**src/hw/rtl/cc20_pkg.sv**
```systemverilog
// Shared types and constants of the ChaCha20 stream cipher.
package cc20_pkg;

    localparam int CFG_IDX_W  = 3;
    localparam int CFG_DATA_W = 64;

    localparam logic [CFG_IDX_W-1:0] CFG_KEY0  = 3'd0;
    localparam logic [CFG_IDX_W-1:0] CFG_KEY1  = 3'd1;
    localparam logic [CFG_IDX_W-1:0] CFG_KEY2  = 3'd2;
    localparam logic [CFG_IDX_W-1:0] CFG_KEY3  = 3'd3;
    localparam logic [CFG_IDX_W-1:0] CFG_NONCE = 3'd4;
    localparam logic [CFG_IDX_W-1:0] CFG_START = 3'd5;

    typedef logic [31:0] t_word;
    typedef logic [15:0][31:0] t_block;

    localparam t_word SIGMA0 = 32'h6170_7865;
    localparam t_word SIGMA1 = 32'h3320_646e;
    localparam t_word SIGMA2 = 32'h7962_2d32;
    localparam t_word SIGMA3 = 32'h6b20_6574;

endpackage

```
**src/hw/rtl/cc20_in_if.sv**
```systemverilog
// Input channel of the cipher: one data byte per request.
interface cc20_in_if;
    logic       valid;
    logic       ready;
    logic [7:0] data_byte;
    logic       last_byte;

    modport source (output valid, output data_byte, output last_byte, input ready);
    modport sink (input valid, input data_byte, input last_byte, output ready);
endinterface

```
**src/hw/rtl/cc20_out_if.sv**
```systemverilog
// Output channel of the cipher: one transformed byte per request.
interface cc20_out_if;
    logic       valid;
    logic       ready;
    logic [7:0] out_byte;
    logic       last_out;
    logic       counter_wrapped;

    modport source (output valid, output out_byte, output last_out,
                    output counter_wrapped, input ready);
    modport sink (input valid, input out_byte, input last_out,
                  input counter_wrapped, output ready);
endinterface

```
**src/hw/rtl/cc20_core.sv**
```systemverilog
// Keystream block generator built around one shared quarter-round step unit.
module cc20_core import cc20_pkg::*; #(
    parameter int DOUBLE_ROUNDS = 10
) (
    input  logic       i_clk,
    input  logic       i_rst_n,
    input  logic       i_start,
    input  t_block     i_init,
    input  logic [5:0] i_byte_sel,
    output logic       o_done,
    output logic [7:0] o_ks_byte
);

    localparam int RND_W = (DOUBLE_ROUNDS > 1) ? $clog2(DOUBLE_ROUNDS) : 1;

    typedef enum logic [1:0] {C_IDLE, C_RUN, C_FF} t_cstate;

    t_cstate          r_state;
    logic [1:0]       r_step;
    logic [1:0]       r_quarter;
    logic             r_diag;
    logic [RND_W-1:0] r_round;
    t_block           r_w;
    t_word            r_ks [16];

    t_word      u_p, u_q, u_r, u_sum, u_mix, u_rot;
    t_block     n_w;
    t_block     n_step;
    logic       last_step;
    logic [1:0] row_k [4];

    always_comb begin
        if (r_step[0] == 1'b0) begin
            u_p = r_w[0];
            u_q = r_w[4];
            u_r = r_w[12];
        end else begin
            u_p = r_w[8];
            u_q = r_w[12];
            u_r = r_w[4];
        end
        u_sum = u_p + u_q;
        u_mix = u_r ^ u_sum;
        case (r_step)
            2'd0:    u_rot = {u_mix[15:0], u_mix[31:16]};
            2'd1:    u_rot = {u_mix[19:0], u_mix[31:20]};
            2'd2:    u_rot = {u_mix[23:0], u_mix[31:24]};
            2'd3:    u_rot = {u_mix[24:0], u_mix[31:25]};
            default: u_rot = u_mix;
        endcase
    end

    always_comb begin
        n_step = r_w;
        if (r_step[0] == 1'b0) begin
            n_step[0]  = u_sum;
            n_step[12] = u_rot;
        end else begin
            n_step[8] = u_sum;
            n_step[4] = u_rot;
        end
    end

    // After each quarter round the rows turn left by one, so that the next column or
    // diagonal comes to column zero; the last quarter of a round also aligns or
    // restores the diagonals.
    always_comb begin
        for (int r = 0; r < 4; r++) begin
            if (r_step != 2'd3) begin
                row_k[r] = 2'd0;
            end else if (r_quarter != 2'd3) begin
                row_k[r] = 2'd1;
            end else if (r_diag) begin
                row_k[r] = 2'(1 - r);
            end else begin
                row_k[r] = 2'(1 + r);
            end
        end
        for (int r = 0; r < 4; r++) begin
            for (int j = 0; j < 4; j++) begin
                n_w[4*r + j] = n_step[{2'(r), 2'(j) + row_k[r]}];
            end
        end
    end

    assign last_step = (r_step == 2'd3) && (r_quarter == 2'd3) && r_diag
                       && (r_round == RND_W'(DOUBLE_ROUNDS - 1));

    always_ff @(posedge i_clk) begin
        if (!i_rst_n) begin
            r_state   <= C_IDLE;
            r_step    <= '0;
            r_quarter <= '0;
            r_diag    <= 1'b0;
            r_round   <= '0;
        end else begin
            case (r_state)
                C_IDLE: begin
                    if (i_start) begin
                        r_w       <= i_init;
                        r_step    <= '0;
                        r_quarter <= '0;
                        r_diag    <= 1'b0;
                        r_round   <= '0;
                        r_state   <= C_RUN;
                    end
                end
                C_RUN: begin
                    r_w    <= n_w;
                    r_step <= r_step + 2'd1;
                    if (r_step == 2'd3) begin
                        r_quarter <= r_quarter + 2'd1;
                        if (r_quarter == 2'd3) begin
                            r_diag <= ~r_diag;
                            if (r_diag) begin
                                r_round <= r_round + RND_W'(1);
                            end
                        end
                    end
                    if (last_step) begin
                        r_state <= C_FF;
                    end
                end
                C_FF: begin
                    for (int i = 0; i < 16; i++) begin
                        r_ks[i] <= r_w[i] + i_init[i];
                    end
                    r_state <= C_IDLE;
                end
                default: r_state <= C_IDLE;
            endcase
        end
    end

    assign o_done    = (r_state == C_FF);
    assign o_ks_byte = r_ks[i_byte_sel[5:2]][{i_byte_sel[1:0], 3'b000} +: 8];

endmodule

```
**src/hw/rtl/chacha20_stream_cipher.sv**
```systemverilog
// Top level of the ChaCha20 stream cipher with 64-bit counter and 64-bit nonce.
//
//   channel   direction  contents
//   i_in      in         data_byte, last_byte
//   o_out     out        out_byte, last_out, counter_wrapped
//   i_cfg_*   in         register index and 64-bit value, write only
//
// A byte taken from the current keystream block is accepted and its result is
// registered in that same cycle, so bytes flow at one per cycle while the
// output is taken. The byte that opens a new block waits for the quarter-round
// unit, which does one step per cycle. Reset is synchronous and leaves the
// keystream used up with the counter at zero.
module chacha20_stream_cipher import cc20_pkg::*; #(
    parameter int DOUBLE_ROUNDS = 10
) (
    input  logic                  i_clk,
    input  logic                  i_rst_n,
    cc20_in_if.sink               i_in,
    cc20_out_if.source            o_out,
    input  logic                  i_cfg_we,
    input  logic [CFG_IDX_W-1:0]  i_cfg_index,
    input  logic [CFG_DATA_W-1:0] i_cfg_wdata
);

    typedef enum logic [1:0] {S_IDLE, S_BUILD, S_EMIT} t_state;

    t_state           r_state;
    logic [3:0][63:0] r_key;
    logic [63:0]      r_nonce;
    logic [63:0]      r_start_blk;
    logic [63:0]      r_counter;
    logic [6:0]       r_pos;
    logic             r_wrap;
    logic [7:0]       r_data;
    logic             r_last;
    logic             r_out_valid;
    logic [7:0]       r_out_byte;
    logic             r_out_last;
    logic             r_out_wrap;

    t_block     init_blk;
    logic       in_acc;
    logic       core_start;
    logic       core_done;
    logic [7:0] ks_byte;
    logic       cfg_hit;

    always_comb begin
        init_blk[0]  = SIGMA0;
        init_blk[1]  = SIGMA1;
        init_blk[2]  = SIGMA2;
        init_blk[3]  = SIGMA3;
        for (int k = 0; k < 4; k++) begin
            init_blk[4 + 2*k] = r_key[k][31:0];
            init_blk[5 + 2*k] = r_key[k][63:32];
        end
        init_blk[12] = r_counter[31:0];
        init_blk[13] = r_counter[63:32];
        init_blk[14] = r_nonce[31:0];
        init_blk[15] = r_nonce[63:32];
    end

    assign i_in.ready = (r_state == S_IDLE) && (!r_out_valid || o_out.ready);
    assign in_acc     = i_in.valid && i_in.ready;
    assign core_start = in_acc && r_pos[6];
    assign cfg_hit    = (i_cfg_index == CFG_KEY0) || (i_cfg_index == CFG_KEY1)
                        || (i_cfg_index == CFG_KEY2) || (i_cfg_index == CFG_KEY3)
                        || (i_cfg_index == CFG_NONCE) || (i_cfg_index == CFG_START);

    cc20_core #(
        .DOUBLE_ROUNDS (DOUBLE_ROUNDS)
    ) u_core (
        .i_clk      (i_clk),
        .i_rst_n    (i_rst_n),
        .i_start    (core_start),
        .i_init     (init_blk),
        .i_byte_sel (r_pos[5:0]),
        .o_done     (core_done),
        .o_ks_byte  (ks_byte)
    );

    always_ff @(posedge i_clk) begin
        if (!i_rst_n) begin
            r_state     <= S_IDLE;
            r_key       <= '0;
            r_nonce     <= '0;
            r_start_blk <= '0;
            r_counter   <= '0;
            r_pos       <= 7'd64;
            r_wrap      <= 1'b0;
            r_out_valid <= 1'b0;
        end else begin
            if (r_out_valid && o_out.ready) begin
                r_out_valid <= 1'b0;
            end
            case (r_state)
                S_IDLE: begin
                    if (in_acc) begin
                        if (r_pos[6]) begin
                            r_data  <= i_in.data_byte;
                            r_last  <= i_in.last_byte;
                            r_state <= S_BUILD;
                        end else begin
                            r_out_valid <= 1'b1;
                            r_out_byte  <= i_in.data_byte ^ ks_byte;
                            r_out_last  <= i_in.last_byte;
                            r_out_wrap  <= r_wrap;
                            r_pos       <= r_pos + 7'd1;
                        end
                    end
                end
                S_BUILD: begin
                    if (core_done) begin
                        r_counter <= r_counter + 64'd1;
                        if (&r_counter) begin
                            r_wrap <= 1'b1;
                        end
                        r_pos   <= '0;
                        r_state <= S_EMIT;
                    end
                end
                S_EMIT: begin
                    r_out_valid <= 1'b1;
                    r_out_byte  <= r_data ^ ks_byte;
                    r_out_last  <= r_last;
                    r_out_wrap  <= r_wrap;
                    r_pos       <= 7'd1;
                    r_state     <= S_IDLE;
                end
                default: r_state <= S_IDLE;
            endcase
            if (i_cfg_we && cfg_hit) begin
                case (i_cfg_index)
                    CFG_KEY0:  r_key[0]    <= i_cfg_wdata;
                    CFG_KEY1:  r_key[1]    <= i_cfg_wdata;
                    CFG_KEY2:  r_key[2]    <= i_cfg_wdata;
                    CFG_KEY3:  r_key[3]    <= i_cfg_wdata;
                    CFG_NONCE: r_nonce     <= i_cfg_wdata;
                    CFG_START: r_start_blk <= i_cfg_wdata;
                    default:   r_nonce     <= r_nonce;
                endcase
                r_counter <= (i_cfg_index == CFG_START) ? i_cfg_wdata : r_start_blk;
                r_pos     <= 7'd64;
                r_wrap    <= 1'b0;
            end
        end
    end

    assign o_out.valid           = r_out_valid;
    assign o_out.out_byte        = r_out_byte;
    assign o_out.last_out        = r_out_last;
    assign o_out.counter_wrapped = r_out_wrap;

endmodule

```
**src/flat_wrapper.sv**
```systemverilog
// flat-port wrapper written by rule: the top's interface ports become plain ports
module chacha20_stream_cipher_flat import cc20_pkg::*;
#(
    parameter int DOUBLE_ROUNDS = 10
)
  (i_clk, i_rst_n, i_cfg_we, i_cfg_index, i_cfg_wdata, i_in_valid, i_in_data_byte, i_in_last_byte, i_in_ready, o_out_valid, o_out_out_byte, o_out_last_out, o_out_counter_wrapped, o_out_ready);
  cc20_in_if i_in_i ();
  cc20_out_if o_out_i ();
  input  logic i_clk;
  input  logic i_rst_n;
  input  logic i_cfg_we;
  input  logic [CFG_IDX_W-1:0] i_cfg_index;
  input  logic [CFG_DATA_W-1:0] i_cfg_wdata;
  input wire logic [$bits(i_in_i.valid)-1:0] i_in_valid;
  input wire logic [$bits(i_in_i.data_byte)-1:0] i_in_data_byte;
  input wire logic [$bits(i_in_i.last_byte)-1:0] i_in_last_byte;
  output wire logic [$bits(i_in_i.ready)-1:0] i_in_ready;
  output wire logic [$bits(o_out_i.valid)-1:0] o_out_valid;
  output wire logic [$bits(o_out_i.out_byte)-1:0] o_out_out_byte;
  output wire logic [$bits(o_out_i.last_out)-1:0] o_out_last_out;
  output wire logic [$bits(o_out_i.counter_wrapped)-1:0] o_out_counter_wrapped;
  input wire logic [$bits(o_out_i.ready)-1:0] o_out_ready;
  assign i_in_i.valid = i_in_valid;
  assign i_in_i.data_byte = i_in_data_byte;
  assign i_in_i.last_byte = i_in_last_byte;
  assign i_in_ready = i_in_i.ready;
  assign o_out_valid = o_out_i.valid;
  assign o_out_out_byte = o_out_i.out_byte;
  assign o_out_last_out = o_out_i.last_out;
  assign o_out_counter_wrapped = o_out_i.counter_wrapped;
  assign o_out_i.ready = o_out_ready;
  chacha20_stream_cipher #(.DOUBLE_ROUNDS(DOUBLE_ROUNDS)) u_core (.i_clk(i_clk), .i_rst_n(i_rst_n), .i_in(i_in_i), .o_out(o_out_i), .i_cfg_we(i_cfg_we), .i_cfg_index(i_cfg_index), .i_cfg_wdata(i_cfg_wdata));
endmodule
```
**config.mk**
```make
export PLATFORM = sky130hd
export DESIGN_NAME = chacha20_stream_cipher_flat
export DESIGN_NICKNAME = d
export VERILOG_FILES = /design/src/hw/rtl/cc20_pkg.sv /design/src/hw/rtl/cc20_in_if.sv /design/src/hw/rtl/cc20_out_if.sv /design/src/hw/rtl/cc20_core.sv /design/src/hw/rtl/chacha20_stream_cipher.sv /design/src/flat_wrapper.sv
export SDC_FILE = /design/constraint.sdc
export NUM_CORES = 2
export LEC_CHECK = 0
export BUFFER_PORTS_ARGS = -buffer_cell sky130_fd_sc_hd__clkbuf_2
export CAP_MARGIN = 20
export CORE_MARGIN = 3
export CORE_UTILIZATION = 50
export CTS_BUF_LIST = sky130_fd_sc_hd__clkbuf_16
export CTS_CLUSTER_SIZE = 10
export DETAILED_ROUTE_END_ITERATION = 10
export PLACE_DENSITY = 0.74
export SYNTH_ARGS = -nofsm -noshare
export SYNTH_HDL_FRONTEND = slang
export SYNTH_HIERARCHICAL = 1
export SYNTH_SLANG_ARGS = --single-unit
```
**constraint.sdc**
```tcl
create_clock -name i_clk -period 16.4 [get_ports i_clk]
set_input_delay 1.64 -clock i_clk [delete_from_list [all_inputs] [get_ports i_clk]]
set_output_delay 1.64 -clock i_clk [all_outputs]
set_load 0.02 [all_outputs]
```
# Word level (Yosys, flattened, before mapping)
# Memories as Yosys holds them, arrays and structs flattened. A register that Yosys moved wholly into a read port is not among the register bits.
# Index checks and enable logic that the tools add are counted.
[word_totals] register_bits=1001 ram_bits=512 input_bits=81 output_inout_bits=12 wordCells=260 memories=1
[memory_table] memory="u_core.u_core.r_ks" words=16 width=32 read_ports=1 rd_ports_with_merged_regs=1 wr=16 line="cc20_core.sv:24" rtl="t_word r_ks [16];"
[classes] addsub=34 magnitude_cmp=16 eq_ne=25 shift=1 n_mux=97 n_bitwise=5 n_reduce_logical=43
[op_table] op="$bmux 32 s2" count=16
[op_table] op="$pmux 512 s2" count=1
[op_table] op="$mux 32" count=23
[op_table] op="$mux 512" count=1
[op_table] op="$add 32x32->32" count=13
[op_table] op="$mux 64" count=4
[op_table] op="$pmux 32 s4" count=1
[op_table] op="$add 32x31->32 const B" count=3
[op_table] op="$reduce_and 66->1" count=1
[op_table] op="$add 64x1->64 const B" count=1
[op_table] op="$lt 4x5->1 const B" count=8
[op_table] op="$add 32x30->32 const B" count=1
[op_table] op="$shiftx 32x6->8" count=1
[op_table] op="$xor 32x32->32" count=1
[op_table] op="$mux 2" count=15
[op_table] op="$mux 4" count=6
[op_table] op="$mux 7" count=3
[op_table] op="$pmux 7 s3" count=1
[op_table] op="$lt 2x5->1 const B" count=4
[op_table] op="$lt 3x5->1 const B" count=4
[op_table] op="$add 2x2->2 const A" count=8
[op_table] op="$mux 8" count=2
[op_table] op="$pmux 2 s2" count=4
[op_table] op="$pmux 8 s2" count=1
[op_table] op="29 further kinds" count=98

# Logic depth before layout (Yosys ltp)
[logic_depth] ltp_word=9 mapped_depth=21

# Cells and area by module
# The synthesis kept the hierarchy.
[by_module_without_submodules] mod="cc20_core" instances=1 cells_per_inst=7685 area_each_um2=75952.8 seq_area_each_um2=30969.7
[by_module_without_submodules] mod="chacha20_stream_cipher" instances=1 cells_per_inst=2391 area_each_um2=18873.1 seq_area_each_um2=9759.4

# Least setup slack after synthesis
# Ideal clock, no wire load.
[synth_timing] path_type="input to register" from="input port i_rst_n" to="memory u_core/u_core/r_ks[0][0] (netlist bit) (enable)" arrival_time_ns=13.131 slack_ns=2.328 cell_stages=1 path_cell_list="and2_1"
[synth_lines] element="start, declared" line="flat_wrapper.sv:10" rtl="input logic i_rst_n;"
[synth_lines] element="end, declared" line="cc20_core.sv:24"

# Final worst setup path
[layout_timing] from="register u_core.u_core.r_step[0]" to="register u_core.u_core.r_w, in the netlist u_core/u_core/n_step[483] (data pin)"
[layout_via] elab_chain_len=8
[layout_rtl] element="start, declared" line="cc20_core.sv:19" rtl="logic [1:0] r_step;"
[layout_rtl] element="start signal, assigned" line="cc20_core.sv:110" rtl="r_step <= r_step + 2'd1;"
[layout_rtl] element="$mux 32" line="cc20_core.sv:33" rtl="if (r_step[0] == 1'b0) begin"
[layout_rtl] element="$add 32x32->32" line="cc20_core.sv:42" rtl="u_sum = u_p + u_q;"
[layout_rtl] element="$xor 32x32->32" line="cc20_core.sv:43" rtl="u_mix = u_r ^ u_sum;"
[layout_rtl] element="$pmux 32 s4" line="cc20_core.sv:44" rtl="case (r_step)"
[layout_rtl] element="$mux 32" line="cc20_core.sv:55" rtl="if (r_step[0] == 1'b0) begin"
[layout_rtl] element="$bmux 32 s2 (*)" line="cc20_core.sv:81" rtl="n_w[4*r + j] = n_step[{2'(r), 2'(j) + row_k[r]}];"
[layout_rtl] element="$mux 32 (implied by the code) (*)" line="cc20_core.sv:81"
[layout_rtl] element="$pmux 512 s2 (*)" line="cc20_core.sv:97" rtl="case (r_state)"
[layout_rtl] element="end signal, assigned" line="cc20_core.sv:100" rtl="r_w <= i_init;"
[layout_rtl] element="end signal, assigned" line="cc20_core.sv:109" rtl="r_w <= n_w;"
[layout_rtl] element="end, declared" line="cc20_core.sv:23" rtl="t_block r_w;"
# Every way passes the cells marked *; elsewhere a longest branch is shown, timed or not. The select of a mux whose other input is x is not followed.
# A chain may end at the register's enable or synchronous reset.

==> flow_metrics.tcl <==
set metrics [dict create \
    outcome "finished, final reports clean" \
    critical_path.startpoint_type "flip-flop" \
    cts-buffers-inserted 179 \
    critPathLaunch "u_core/u_core/r_step[0]" \
    floorplan.io_pins 93 \
    worstPathArrival_ns 7.46 \
    period_share_pct 41.5 \
    dieArea_um2 195000 \
    required_ns 17.06 \
    placementRows 159 \
    fin_crit_ns 6.80 \
    p_leak_nw 40.0 \
    avgSynthCellArea_um2 9.41 \
    first_iter_violations 12900 \
    worstReg2RegStart "u_core/u_core/r_step[0]" \
    synthAdderAreaFrac_pct 7.50 \
    muxShareOfSynthArea_pct 7.77 \
    drive_gt1_share_pct 7.71 \
    fmax_ghz 0.147 \
    post_cts.repair.setup_buffers 0 \
    seq_area_frac_synth_pct 43.0 \
    nets 10800 \
    synth_xor_area_share_pct 5.29 \
    worst_slew_pin_slew_ns 1.29 \
    cts.sinks 1513 \
    cts.clk_slew.worst_paths_ns 0.06 \
    tns_ns 0 \
    dp.cells 12500 \
    cap_viol_max_count 0 \
    cts_max_level 4 \
    worstPathMaxFanout 54 \
    ff2ff_path_depth 17 \
    min_path_cells 2 \
    hold_viol 0 \
    hold_buffers 0 \
    relSlewSlack_pct 13.7 \
    slew_viol_final 0 \
    grt_overflow 0 \
    core_um2 188000 \
    end_kind "flip-flop" \
    synth_edf_count 1043 \
    grt_pass1_vias 77500 \
    avgViaCountPerCell 6.51 \
    skew_ns 0.0452 \
    syn_to_final_growth_pct 9.75 \
    post_cts_resized 0 \
    clockRootBuffer "clkbuf_16" \
    synth.most_common_cell "nand2_1" \
    place_area_um2 98700 \
    hold_start "u_core/r_start_blk[28]" \
    synthTopCellsByArea "edfxtp_1 33%, dfxtp_1 9.9%, nand2_1 7.5%" \
    synth_top_family_by_area "compound AO/OA/AOI/OAI gates" \
    grt_max_degree 253 \
    ys.flop_type "edfxtp_1" \
    clock_latency_ns 0.86 \
    ir_drop_mv 0.105 \
    finalInstanceArea_um2 104000 \
    cts_tree "yes" \
    numPortBuffers 92 \
    pre_cts_ws_ns 9.84 \
    worst-setup-path-type "flip-flop to flip-flop" \
    netlist_instances 10100 \
    finalSetupViolations 0 \
    ys_types 102 \
    hpwl_um 274000 \
    final_util_pct 55.3 \
    place.gp.congestion 1.03 \
    start_util_pct 50.4 \
    yosysTopAreaCellShare_pct 33.0 \
    rsz0062_at_grt "no" \
    synth-seq-cells 1513 \
    clock_tree.buffer_depth 3 \
    setup_slack_ns 9.60 \
    hold_class "flip-flop to flip-flop" \
    syn_area_um2 94800 \
    synthTopCellsByCount "1891 x nand2_1, 1078 x a21oi_1, 1043 x edfxtp_1" \
    die_h_um 441 \
    power.total_mw 13.3 \
    synth_compound_area_share_pct 18.7 \
    synth-simple-area-share_pct 14.7 \
    wl_per_cell_um 28.6 \
    first_pass_iters 7 \
    synth_warnings 6 \
    synth_top_area_cell "edfxtp_1" \
    grt_first_pass_wirelength_um 525000 \
    die_x_um 441 \
    ant_nets 0 \
    track_usage_pct 36.7 \
    holdWs_ns 0.452 \
    ys_async_sr_fraction_pct 0 \
    drt_wl_total_um 369000 \
    post-route-drc-count 0 \
    antenna_found_initial 62 \
    fillers 16500 \
    power.density_nw_per_um2 128 \
    fin_cells 12900 \
    vias 83800 \
]
## per-layer routing
metal / global-route usage, % / vias to the layer above / share of wire, % / wire length, um
met4: 23.8 / 14 / 7.4 / 27400
met1: 48.2 / 40300 / 37 / 138000
li1: - / 37000 / - / -
met2: 54.6 / 5524 / 43 / 158000
met3: 8.43 / 1036 / 12 / 45400
met5: 0 / - / 0.024 / 89
## layout make-up
cell class	instances	area (um2)	share of cell area [%]
Antenna cell	30	75.1	0.0721
Clock buffer	181	4530	4.35
Clock inverter	141	752	0.723
Inverter	249	957	0.920
Multi-Input combinational cell	8033	52300	50.2
Sequential cell	1513	40700	39.1
Tap cell	2495	3120	3.00
Timing Repair Buffer	232	1620	1.55
## cell usage in the layout (no fill, tap or decap), types with 74 or more instances in the layout
cell type / synthesis / layout
clkbuf_16: 0 / 181
o21ai_0: 665 / 665
o22ai_1: 104 / 104
buf_4: 0 / 131
o21bai_1: 86 / 86
nand2_1: 1891 / 1885
edfxtp_1: 1043 / 1043
nand4_1: 89 / 89
xnor2_1: 390 / 390
dfxtp_1: 470 / 465
nand3_1: 147 / 145
xor2_1: 157 / 157
a21oi_1: 1078 / 1076
nor2b_1: 82 / 81
ha_1: 541 / 539
mux2i_1: 277 / 277
nor2_1: 620 / 610
conb_1: 2 / 257
o31ai_1: 94 / 94
nor3_1: 102 / 102
inv_1: 246 / 344
a211oi_1: 74 / 74
clkbuf_2: 1 / 92
mux4_2: 168 / 168
a21o_1: 217 / 217
## final timing paths
kind / slack, ns / to
min reg2reg: 0.45 / u_core/r_start_blk[28]
max: 9.60 / u_core/u_core/n_step[483]
max reg2reg: 9.60 / u_core/u_core/n_step[483]
min: 0.45 / u_core/r_start_blk[28]
## critical path, cell delays in order, from the launching register on
cell and delay [ns]:
dfxtp_4 0.56, buf_4 0.70, inv_4 0.44, buf_4 0.47
nand2_1 0.18, nand2_1 0.07, ha_1 0.39, a21oi_1 0.32
o211ai_1 0.18, a31oi_1 0.34, a2bb2oi_1 0.42, a21boi_0 0.20
nor2_1 0.16, xnor3_1 0.35, o221ai_1 0.92, mux2_2 0.39
a21oi_1 0.08, o21ai_0 0.24
## power breakdown
group | leakage [nW] | switching, mW | internal, mW | total (mW)
logic | 23.5 | 3.14 | 1.46 | 4.61
clock network | 2.94 | 1.66 | 2.01 | 3.67
registers | 13.5 | 0.405 | 4.60 | 5.01
total | 40.0 | 5.21 | 8.07 | 13.3
## registers in the layout, indices dropped and copies added (netlist names), 64 cells and up
register,count
u_core/u_core/r_ks,512
u_core/u_core/r_w,128
u_core/r_nonce,64
u_core/u_core/n_step,384
u_core/r_start_blk,64
u_core/r_counter,64
u_core/init_blk,256
## cell families after synthesis
family,Yosys count
AO/OA/AOI/OAI,2895
XOR/XNOR,557
adder cells (fa/ha/maj),558
buffers and inverters,785
flip-flops,1513
multiplexers,517
other,2
AND/OR/NAND/NOR,3249
Note: power is estimated with default switching activity, not from simulation.
